### config.mk
export PLATFORM = sky130hd
export DESIGN_NAME = checkpoint_thinning
export DESIGN_NICKNAME = d
export VERILOG_FILES = /design/src/rtl/ct_pkg.sv /design/src/rtl/ct_store.sv /design/src/rtl/ct_unit.sv /design/src/rtl/checkpoint_thinning.sv
export SDC_FILE = /design/constraint.sdc
export NUM_CORES = 2
export LEC_CHECK = 0
export ABC_AREA = 1
export BUFFER_PORTS_ARGS = -buffer_cell sky130_fd_sc_hd__clkbuf_2
export CAP_MARGIN = 0
export CORE_ASPECT_RATIO = 0.9
export CORE_UTILIZATION = 58
export CTS_CLUSTER_SIZE = 16
export DETAILED_ROUTE_END_ITERATION = 12
export GPL_TIMING_DRIVEN = 0
export PLACE_DENSITY = 0.8
export SLEW_MARGIN = 20
export SYNTH_ARGS = -nofsm -noshare
export SYNTH_HDL_FRONTEND = slang
export SYNTH_HIERARCHICAL = 1
export SYNTH_SLANG_ARGS = --single-unit
### constraint.sdc
create_clock -name clk -period 5.8 [get_ports clk]
set_input_delay 0.58 -clock clk [delete_from_list [all_inputs] [get_ports clk]]
set_output_delay 0.58 -clock clk [all_outputs]
set_load 0.1 [all_outputs]
### src/rtl/ct_pkg.sv
`default_nettype none
// ----------------------------------------------------------------------------
// ct_pkg: shared types and constants for checkpoint thinning
// Field widths, register indexes, sequencer states and the structs that
// travel between the sequencer, the checkpoint store and the gap unit.
// ----------------------------------------------------------------------------
package ct_pkg;

  localparam int FRONTIER_W = 32;
  localparam int SRC_W      = 5;
  localparam int MAXK_W     = 6;
  localparam int CFG_DW     = 32;
  localparam int CFG_AW     = 3;

  localparam logic [MAXK_W-1:0]     MAX_KEPT_RST = 6'd8;
  localparam logic [FRONTIER_W-1:0] MIN_STEP_RST = '0;

  // Register index, taken from the word address bit of paddr
  localparam logic REG_MAX_KEPT = 1'b0;
  localparam logic REG_MIN_STEP = 1'b1;

  typedef enum logic [2:0] {
    ST_LOAD,
    ST_SP_SCAN,
    ST_SP_END,
    ST_RM_CHK,
    ST_RM_SCAN,
    ST_RM_END,
    ST_EMIT,
    ST_EMIT_LD
  } state_t;

  typedef struct packed {
    logic [FRONTIER_W-1:0] frontier;
    logic                  turn;
  } entry_t;

  typedef struct packed {
    logic [FRONTIER_W-1:0] cur;
    logic [FRONTIER_W-1:0] prev;
    logic                  halve;
    logic [FRONTIER_W-1:0] limit;
  } unit_req_t;

  typedef struct packed {
    logic [FRONTIER_W-1:0] weight;
    logic                  below;
  } unit_rsp_t;

endpackage
`default_nettype wire

### src/rtl/ct_store.sv
`default_nettype none
// ----------------------------------------------------------------------------
// ct_store: checkpoint memory
// One write port and one read port with registered read data.
// ----------------------------------------------------------------------------
module ct_store
  import ct_pkg::*;
#(
  parameter int DEPTH = 32,
  localparam int IDX_W = $clog2(DEPTH)
) (
  input  wire logic             clk,
  input  wire logic             wr_en,
  input  wire logic [IDX_W-1:0] wr_addr,
  input  wire entry_t           wr_data,
  input  wire logic [IDX_W-1:0] rd_addr,
  output entry_t                rd_data
);

  entry_t mem [DEPTH];

  always_ff @(posedge clk) begin
    if (wr_en) begin
      mem[wr_addr] <= wr_data;
    end
  end

  always_ff @(posedge clk) begin
    rd_data <= mem[rd_addr];
  end

endmodule
`default_nettype wire

### src/rtl/ct_unit.sv
`default_nettype none
// ----------------------------------------------------------------------------
// ct_unit: shared gap and compare unit
// Subtract the predecessor frontier, halve on request, compare to a limit.
// ----------------------------------------------------------------------------
module ct_unit
  import ct_pkg::*;
(
  input  wire unit_req_t req,
  output unit_rsp_t      rsp
);

  logic [FRONTIER_W-1:0] gap;

  assign gap        = req.cur - req.prev;
  assign rsp.weight = req.halve ? (gap >> 1) : gap;
  assign rsp.below  = rsp.weight < req.limit;

endmodule
`default_nettype wire

### src/rtl/checkpoint_thinning.sv
`default_nettype none
// ----------------------------------------------------------------------------
// checkpoint_thinning: checkpoint list loader and thinner
// Collects checkpoints, drops closely spaced ones, removes the lightest
// historical ones down to a configured count and streams out the survivors.
// ----------------------------------------------------------------------------
// Checkpoints are loaded one per cycle into a MAX_CHECKPOINTS-deep memory
// while in_ready is high; loads beyond capacity are dropped and flagged on
// every result of that list. The transfer carrying in_last_in starts
// thinning, and in_ready stays low until the last survivor has been loaded
// into the output register. All thinning work runs over a single memory read
// port and one shared subtract/compare unit, one stored checkpoint per cycle.
// A spacing pass runs first when min_step is nonzero, then each removal
// scans the kept checkpoints for the lightest one, and emission steps past
// dropped entries and loads each survivor into the output register once it
// is empty or out_ready is high. Registers: max_kept at byte address 0,
// min_step at 4; write them only while the block is idle.
// ----------------------------------------------------------------------------
module checkpoint_thinning
  import ct_pkg::*;
#(
  parameter int MAX_CHECKPOINTS = 32
) (
  input  wire logic                  clk,
  input  wire logic                  rst_n,
  // checkpoint input
  input  wire logic                  in_valid,
  output logic                       in_ready,
  input  wire logic [FRONTIER_W-1:0] in_frontier,
  input  wire logic                  in_turn_boundary,
  input  wire logic                  in_last_in,
  // survivor output
  output logic                       out_valid,
  input  wire logic                  out_ready,
  output logic [FRONTIER_W-1:0]      out_kept_frontier,
  output logic                       out_kept_turn,
  output logic [SRC_W-1:0]           out_source_index,
  output logic                       out_last_out,
  output logic                       out_overflow,
  // configuration
  input  wire logic                  psel,
  input  wire logic                  penable,
  input  wire logic                  pwrite,
  input  wire logic [CFG_AW-1:0]     paddr,
  input  wire logic [CFG_DW-1:0]     pwdata,
  output logic [CFG_DW-1:0]          prdata,
  output logic                       pready
);

  localparam int IDX_W = $clog2(MAX_CHECKPOINTS);
  localparam int CNT_W = $clog2(MAX_CHECKPOINTS + 1);

  // configuration registers
  logic [MAXK_W-1:0]     max_kept_r;
  logic [FRONTIER_W-1:0] min_step_r;

  // sequencer state
  state_t                state_r, state_nxt;
  logic [CNT_W-1:0]      load_cnt_r, load_cnt_nxt;
  logic                  ovf_r, ovf_nxt;
  logic [MAX_CHECKPOINTS-1:0] kept_mask_r, kept_mask_nxt;
  logic [CNT_W-1:0]      n_r, n_nxt;
  logic [IDX_W-1:0]      ptr_r, ptr_nxt;
  logic [FRONTIER_W-1:0] prev_r, prev_nxt;
  logic [FRONTIER_W-1:0] best_w_r, best_w_nxt;
  logic [IDX_W-1:0]      best_r, best_nxt;
  logic                  first_r, first_nxt;
  logic                  pipe_vld_r, pipe_vld_nxt;
  logic [IDX_W-1:0]      pipe_idx_r;

  // output register
  logic                  out_valid_r, out_valid_nxt;
  logic                  out_load;
  logic [FRONTIER_W-1:0] out_frontier_r;
  logic                  out_turn_r;
  logic [SRC_W-1:0]      out_src_r;
  logic                  out_last_r;
  logic                  out_ovf_r;

  // store and unit connections
  logic                  wr_en;
  entry_t                wr_data;
  entry_t                rd_data;
  unit_req_t             unit_req;
  unit_rsp_t             unit_rsp;

  logic                  in_xfer;
  logic                  cfg_wr;
  logic [IDX_W-1:0]      last_idx;
  logic [IDX_W-1:0]      last_cand;
  logic                  spacing_mode;
  logic [7:0]            keep_limit;

  assign in_xfer   = in_valid && in_ready;
  assign in_ready  = (state_r == ST_LOAD);
  assign last_idx  = IDX_W'(load_cnt_r - CNT_W'(1));
  assign last_cand = IDX_W'(load_cnt_r - CNT_W'(2));
  assign spacing_mode = (state_r == ST_SP_SCAN) || (state_r == ST_SP_END);
  assign keep_limit   = 8'(max_kept_r) + 8'd1;

  // --------------------------------------------------------------------------
  // Configuration port: zero wait states, decode on the word address bit
  // --------------------------------------------------------------------------
  assign pready = 1'b1;
  assign cfg_wr = psel && penable && pwrite && pready;

  always_ff @(posedge clk) begin
    if (!rst_n) begin
      max_kept_r <= MAX_KEPT_RST;
      min_step_r <= MIN_STEP_RST;
    end else if (cfg_wr) begin
      if (paddr[2] == REG_MAX_KEPT) begin
        max_kept_r <= pwdata[MAXK_W-1:0];
      end else begin
        min_step_r <= pwdata[FRONTIER_W-1:0];
      end
    end
  end

  always_comb begin
    if (paddr[2] == REG_MIN_STEP) begin
      prdata = min_step_r;
    end else begin
      prdata = CFG_DW'(max_kept_r);
    end
  end

  // --------------------------------------------------------------------------
  // Checkpoint store: written on load transfers that find room, read at ptr
  // --------------------------------------------------------------------------
  assign wr_en            = in_xfer && (load_cnt_r != CNT_W'(MAX_CHECKPOINTS));
  assign wr_data.frontier = in_frontier;
  assign wr_data.turn     = in_turn_boundary;

  ct_store #(
    .DEPTH (MAX_CHECKPOINTS)
  ) u_store (
    .clk     (clk),
    .wr_en   (wr_en),
    .wr_addr (IDX_W'(load_cnt_r)),
    .wr_data (wr_data),
    .rd_addr (ptr_r),
    .rd_data (rd_data)
  );

  // Spacing compares the raw gap to min_step; removal compares the weight
  // to the lightest one found so far.
  assign unit_req.cur   = rd_data.frontier;
  assign unit_req.prev  = prev_r;
  assign unit_req.halve = !spacing_mode && !rd_data.turn;
  assign unit_req.limit = spacing_mode ? min_step_r : best_w_r;

  ct_unit u_unit (
    .req (unit_req),
    .rsp (unit_rsp)
  );

  // --------------------------------------------------------------------------
  // Sequencer
  // --------------------------------------------------------------------------
  always_ff @(posedge clk) begin
    if (!rst_n) begin
      state_r     <= ST_LOAD;
      load_cnt_r  <= '0;
      ovf_r       <= 1'b0;
      kept_mask_r <= '0;
      n_r         <= '0;
      ptr_r       <= '0;
      first_r     <= 1'b0;
      pipe_vld_r  <= 1'b0;
      out_valid_r <= 1'b0;
    end else begin
      state_r     <= state_nxt;
      load_cnt_r  <= load_cnt_nxt;
      ovf_r       <= ovf_nxt;
      kept_mask_r <= kept_mask_nxt;
      n_r         <= n_nxt;
      ptr_r       <= ptr_nxt;
      first_r     <= first_nxt;
      pipe_vld_r  <= pipe_vld_nxt;
      out_valid_r <= out_valid_nxt;
    end
  end

  // datapath registers, no reset needed
  always_ff @(posedge clk) begin
    prev_r     <= prev_nxt;
    best_w_r   <= best_w_nxt;
    best_r     <= best_nxt;
    pipe_idx_r <= ptr_r;
    if (out_load) begin
      out_frontier_r <= rd_data.frontier;
      out_turn_r     <= rd_data.turn;
      out_src_r      <= SRC_W'(ptr_r);
      out_last_r     <= (ptr_r == last_idx);
      out_ovf_r      <= ovf_r;
    end
  end

  always_comb begin
    logic [CNT_W-1:0] lc_new;

    state_nxt     = state_r;
    load_cnt_nxt  = load_cnt_r;
    ovf_nxt       = ovf_r;
    kept_mask_nxt = kept_mask_r;
    n_nxt         = n_r;
    ptr_nxt       = ptr_r;
    prev_nxt      = prev_r;
    best_w_nxt    = best_w_r;
    best_nxt      = best_r;
    first_nxt     = first_r;
    pipe_vld_nxt  = 1'b0;
    out_load      = 1'b0;
    out_valid_nxt = out_valid_r && !out_ready;
    lc_new        = load_cnt_r;

    // Fold in the checkpoint read last cycle; spacing keeps entries whose
    // gap reaches min_step, removal tracks the lightest kept candidate.
    if (pipe_vld_r) begin
      if (spacing_mode) begin
        if (!unit_rsp.below) begin
          kept_mask_nxt[pipe_idx_r] = 1'b1;
          prev_nxt = rd_data.frontier;
          n_nxt    = n_r + CNT_W'(1);
        end
      end else if (kept_mask_r[pipe_idx_r]) begin
        if (first_r || unit_rsp.below) begin
          best_w_nxt = unit_rsp.weight;
          best_nxt   = pipe_idx_r;
          first_nxt  = 1'b0;
        end
        prev_nxt = rd_data.frontier;
      end
    end

    case (state_r)
      ST_LOAD: begin
        if (in_xfer) begin
          if (load_cnt_r == CNT_W'(MAX_CHECKPOINTS)) begin
            ovf_nxt = 1'b1;
          end else begin
            lc_new = load_cnt_r + CNT_W'(1);
          end
          load_cnt_nxt = lc_new;
          if (in_last_in) begin
            ptr_nxt  = '0;
            prev_nxt = '0;
            if ((lc_new <= CNT_W'(1)) || (min_step_r == '0)) begin
              // keep everything, go straight to removal
              for (int i = 0; i < MAX_CHECKPOINTS; i++) begin
                kept_mask_nxt[i] = (CNT_W'(i) < lc_new);
              end
              n_nxt     = lc_new;
              state_nxt = ST_RM_CHK;
            end else begin
              // newest is always kept
              kept_mask_nxt = '0;
              kept_mask_nxt[IDX_W'(lc_new - CNT_W'(1))] = 1'b1;
              n_nxt     = CNT_W'(1);
              state_nxt = ST_SP_SCAN;
            end
          end
        end
      end

      ST_SP_SCAN, ST_RM_SCAN: begin
        pipe_vld_nxt = 1'b1;
        ptr_nxt      = ptr_r + IDX_W'(1);
        if (ptr_r == last_cand) begin
          state_nxt = (state_r == ST_SP_SCAN) ? ST_SP_END : ST_RM_END;
        end
      end

      ST_SP_END: begin
        state_nxt = ST_RM_CHK;
      end

      ST_RM_CHK: begin
        ptr_nxt  = '0;
        prev_nxt = '0;
        if (8'(n_r) > keep_limit) begin
          first_nxt = 1'b1;
          state_nxt = ST_RM_SCAN;
        end else begin
          state_nxt = ST_EMIT;
        end
      end

      ST_RM_END: begin
        // drop the lightest candidate found, folding in the final read
        kept_mask_nxt[best_nxt] = 1'b0;
        n_nxt     = n_r - CNT_W'(1);
        state_nxt = ST_RM_CHK;
      end

      ST_EMIT: begin
        if (!kept_mask_r[ptr_r]) begin
          ptr_nxt = ptr_r + IDX_W'(1);
        end else if (!out_valid_r || out_ready) begin
          state_nxt = ST_EMIT_LD;
        end
      end

      ST_EMIT_LD: begin
        out_load      = 1'b1;
        out_valid_nxt = 1'b1;
        if (ptr_r == last_idx) begin
          load_cnt_nxt  = '0;
          ovf_nxt       = 1'b0;
          kept_mask_nxt = '0;
          ptr_nxt       = '0;
          state_nxt     = ST_LOAD;
        end else begin
          ptr_nxt   = ptr_r + IDX_W'(1);
          state_nxt = ST_EMIT;
        end
      end

      default: begin
        state_nxt = ST_LOAD;
      end
    endcase
  end

  assign out_valid         = out_valid_r;
  assign out_kept_frontier = out_frontier_r;
  assign out_kept_turn     = out_turn_r;
  assign out_source_index  = out_src_r;
  assign out_last_out      = out_last_r;
  assign out_overflow      = out_ovf_r;

endmodule
`default_nettype wire
# --- Word level (Yosys, flattened, before mapping) ---
# Memory sizes are Yosys's and may differ from the RTL's. A register that Yosys moved wholly into a read port is not among the register bits.
# Index checks and enable logic that the tools add are counted.
word_totals:
  register_bits: 208
  in_bits: 76
  output_inout_bits: 75
  n_memories: 1
  ramBits: 1056
  elab_cells: 201
mem_list:
  columns: ["memory", "words", "width", "rd", "rd_clocked_by_memory_dff", "wr", "line", "rtl"]
  rows:
  - ["u_store.mem", 32, 33, 1, 1, 1, "ct_store.sv:20", "entry_t mem [DEPTH];"]
op_classes:
  reduce_logical: 30
  magnitude_cmp: 42
  n_bitwise: 5
  mux: 75
  n_addsub: 9
  eq_ne: 19
ops:
  columns: ["op", "n"]
  rows:
  - ["two-way mux 32 bit", 16]
  - ["< comparator 5 x 6 -> 1 bit, first input constant", 16]
  - ["case mux 32 bit (3 select lines)", 1]
  - ["two-way mux 6 bit", 11]
  - ["case mux 32 bit (2 select lines)", 1]
  - ["< comparator 4 x 6 -> 1 bit, first input constant", 8]
  - ["two-way mux 5 bit", 8]
  - ["AND 32 bit", 1]
  - ["logical NOT 32 bit", 1]
  - ["< comparator 32 bit", 1]
  - ["inverter 32 bit", 1]
  - ["OR 32 bit", 1]
  - ["subtractor 32 bit", 1]
  - ["case mux 5 bit (5 select lines)", 1]
  - ["< comparator 3 x 6 -> 1 bit, first input constant", 4]
  - ["< comparator 5 x 6 -> 1 bit, second input constant", 4]
  - ["case mux 6 bit (2 select lines)", 2]
  - ["two-way mux 3 bit", 7]
  - ["two-way mux 1 bit", 19]
  - ["case mux 3 bit (6 select lines)", 1]
  - ["demux 1 bit (select 5 bit)", 3]
  - [">= comparator 5 x 1 -> 1 bit, second input constant", 3]
  - ["adder 6 x 1 -> 6 bit, second input constant", 2]
  - ["== test 3 bit, second input constant", 4]
  - ["31 further kinds", 63]

# --- Logic depth before layout (Yosys ltp) ---
depth:
  depth_word: 18
  ltp_mapped: 35
  depth_no_buf: 34

# --- Cells and area by module ---
# The synthesis kept the hierarchy.
modules_own_cells:
  columns: ["module", "cells_per_inst", "n_inst", "seq_area_each_um2", "area_per_inst_um2"]
  rows:
  - ["ct_store", 3645, 1, 32371.0, 43680.6]
  - ["checkpoint_thinning", 1743, 1, 4884.7, 12112.9]
  - ["ct_unit", 702, 1, 0.0, 3588.4]

# --- Worst setup path after synthesis ---
# Ideal clock, no wire load.
synth_timing:
  path_kind: "register to register"
  from: "register state_r[2]"
  to: "register best_w_r[0] (enable)"
  setup_time_ns: 0.387
  path_buffers: 4
  t_required_ns: 5.413
  path_stages_with_launch: 24
  synth_period_minus_slack_ns: 4.204
  slack_ns: 1.596
  t_arrival_ns: 3.817
  cell_sequence: "dfxtp_1 inv_1 nand3_1 nand2_1 clkbuf_1 buf_1 nor2_1 inv_1 buf_2 nand2_1 o21ai_0 ha_1 a21oi_1 nor2_1 a211oi_1 nand2_1 nand2_1 nand2_1 a21oi_1 nor2_1 clkinv_1 nand3_2 buf_6 inv_1"
synth_lines:
  columns: ["element", "line", "rtl"]
  rows:
  - ["start, declared", "checkpoint_thinning.sv:58", "state_t state_r, state_nxt;"]
  - ["start signal, assigned", "checkpoint_thinning.sv:173", "state_r <= state_nxt;"]
  - ["end signal, assigned", "checkpoint_thinning.sv:188", "best_w_r <= best_w_nxt;"]
  - ["end, declared", "checkpoint_thinning.sv:65", "logic [FRONTIER_W-1:0] best_w_r, best_w_nxt;"]

==> run_results.csv <==
group,metric,value,unit
floorplan,core_area,0.101,mm2
timing,rsz0062_at_grt,"false",
clocking,ctsHoldBuffers,0,
power,p_leak,26.7,nW
layout,fin_area,0.0670,mm2
detailed_routing,drtIter0Drc,7096,
hold_path,holdPathEnd,"max_kept_r[1]",
detailed_routing,dr.pass1.iters,9,
timing,setup_viol,0,
critical_path,startpoint_type,"register",
placement,dpl_cell_area,0.0629,mm2
floorplan,die_y,306,um
critical_path,r2r_end,"kept_mask_r[21]",
run,drv_cap,0,
power,powerDensity,532,mW/mm2
floorplan,die-width,339,um
layout,layout.area.seq,0.0373,mm2
placement,io_buffer_count,145,
placement,gp_congestion,1.00,
clocking,ctsResizeCount,0,
power,intPower,20.1,mW
floorplan,start_util,0.589,
floorplan,rows,110,
synthesis,async_flop_share,0,
critical_path,reg2reg_slack,0.36,ns
layout,syn_to_final_growth,12.9,%
clocking,cts-htree-levels,3,
synthesis,synth_edf_count,1128,
synthesis,synthesis.area,0.0594,mm2
synthesis,yosysTopAreaCellShare,0.570,
synthesis,yosys.area.top_type,"edfxtp_1",
synthesis,synth_fp_nets,6246,
layout,fillers,7472,
timing,period_minus_slack,5.44,ns
layout,multiInputGateArea,0.0188,mm2
placement,hpwl,130000,um
power,seqPwrFrac,0.317,
hold_path,min_from,"pwdata[1]",
critical_path,path_common_cell,"nand2_1",
power,p_clk_frac,0.230,
synthesis,synth.area.top_cells,"edfxtp_1 (57%), nand2_1 (14%), nand3_1 (7.8%)",
timing,setup_tns,0,ns
floorplan,io_pins,151,
timing,slew_headroom,0.240,
clocking,clock-sinks,1297,
critical_path,ff2ff_path_depth,29,
hold_path,hold_depth,3,
synthesis,yosysWarnings,6,
clocking,worst_skew_pair.late_latency,0.75,ns
detailed_routing,drc,0,
timing,worst_pin_slew,1.14,ns
global_route,grt_overflow_total,0,
synthesis,ys_seq_elements,1297,
critical_path,arrival,6.01,ns
critical_path,max_stage_delay,0.43,ns
timing,finalHoldViolCount,0,
power,peakVddDrop,0.000392,V
run_status,status,"finished clean",
global_route,grt_pass1_vias,45945,
hold_path,hp-class,"input port to register",
layout,utilization,0.665,
synthesis,seq_area_frac_synth,0.627,
global_route,grt_antenna_before_repair,7,
global_route,grt_usage,0.364,
layout,most-common-layout-cells,"nand2_1 (2160), edfxtp_1 (1128), nand3_1 (920)",
power,swShare,0.437,
power,switchingPower,15.6,mW
detailed_routing,wl_per_cell,24.3,um
clocking,cts_buffer_depth,3,
clocking,cts_tree,"built",
timing,fmax,184,MHz
critical_path,crit_required,6.37,ns
floorplan,die_area,0.104,mm2
critical_path,r2r_start,"state_r[0]",
critical_path,path_class,"register to register",
global_route,grt_pass1_wl,281000,um
timing,skew,0.0870,ns
synthesis,synth_cell_types,56,
power,pwr-share-comb,0.452,
clocking,cts_root_buffer,"clkbuf_16",
global_route,grt_max_degree,33,
synthesis,syn_avg_cell_area,9.75,um2
timing,final-max-slew-violation-count,0,
critical_path,critPathSlowestCell,"dfxtp_1",
timing,fin_crit_sh,0.939,
detailed_routing,antenna_left,0,
critical_path,endpoint_kind,"register",
layout,drive_gt1_frac,0.108,
clocking,cts_setup_buffers,0,
layout,final_common_cell,"nand2_1",
critical_path,cp_max_fo,10,
synthesis,syn_inst,6090,
detailed_routing,routed_via_density,6.18,
power,report.power.total,35.6,mW
layout,final_nets,6551,
clocking,cts_buffers,121,
detailed_routing,wl,191000,um
detailed_routing,vias,48477,
synthesis,synth_flop_cell,"edfxtp_1",
clocking,clkTransAtPathRegs,0.06,ns
## worst max-delay path, delay by kind of cell, from the launching register on
kind / cells / cell delay, ns
compound gates: 1 / 0.18
fa+ha+maj: 1 / 0.34
buf+inv: 8 / 1.57
flops: 1 / 0.43
simple gates: 19 / 2.75
## metal layers
metal	global-route usage	wire, um
met5	0	56
met4	0.214	13000
met3	0.0871	25700
met2	0.563	85000
met1	0.469	67200
## worst max-delay path by stage
stage / start / to / cells past startpoint
global placement: state_r[0] / best_w_r[27] / 23
CTS: state_r[1] / kept_mask_r[21] / 30
finish: state_r[0] / kept_mask_r[21] / 29
global route: state_r[2] / kept_mask_r[29] / 29
detailed placement: state_r[1] / kept_mask_r[21] / 30
floorplan: state_r[2] / best_w_r[0] / 23
## layout make-up
class                      instances  share of cell area
sequential                      1297               0.556
multi-input combinational       4054               0.281
clock buffer                     150              0.0482
buffer                           324              0.0295
tap                             1344              0.0251
timing repair buffer             182              0.0235
inverter                         415              0.0234
clock inverter                    79              0.0132
antenna                            5            0.000187
## cells in the mapped netlist (2+ instances only)
master	count
nor2_2	7
nand3b_1	12
a211oi_1	3
xor2_1	21
o21ai_1	12
a31oi_1	32
a21oi_1	232
nor3_2	3
nor2_1	183
o21ai_0	166
dfxtp_1	169
o22ai_1	2
a21o_1	2
o311ai_0	2
buf_6	62
buf_4	23
nor2_4	3
xnor2_1	10
o31ai_1	4
nor3_1	27
edfxtp_1	1128
buf_1	16
clkbuf_1	76
nor3b_1	2
o21a_1	5
nand2_1	2160
clkinv_1	6
inv_1	396
nand3_1	920
o221ai_1	2
nand3_2	7
o21bai_1	9
inv_2	12
o211ai_1	47
ha_1	79
buf_2	144
nand2_2	25
nand4_1	63
## sequential cells by signal, indices dropped and copies added (netlist names), 32 cells and up
register / cells
u_store/mem: 1056
u_store/rd_data: 33
kept_mask_r: 32
min_step_r: 32
out_kept_frontier: 32
prev_r: 32
best_w_r: 32
## power groups by stage
stage | Combinational, mW | Clock [mW] | Sequential [mW]
CTS | 15.4 | 8.24 | 11.3
global placement | 14.7 | 0 | 11.5
floorplan | 10.3 | 0 | 11.2
detailed placement | 15.2 | 0 | 11.5
finish | 16.1 | 8.21 | 11.3
global route | 17.4 | 8.59 | 11.3
## cell families after synthesis
group | share of synthesized area
xor+xnor | 0.00457
simple gates | 0.243
buf+inv | 0.0597
compound gates | 0.0488
fa+ha+maj | 0.0170
flops | 0.627
other cells | 0.0000632
## through the flow
step	worst slack, ns	instances	hold slack (ns)
after global routing	0.0173	7847	0.102
final	0.355	7850	0.110
after detailed placement	0.218	7616	0.400
after floorplan	1.60	6090	0.360
after global placement	0.0196	7579	0.395
after CTS	0.129	7845	0.0760
No activity file was read; power rests on OpenSTA's default activity.
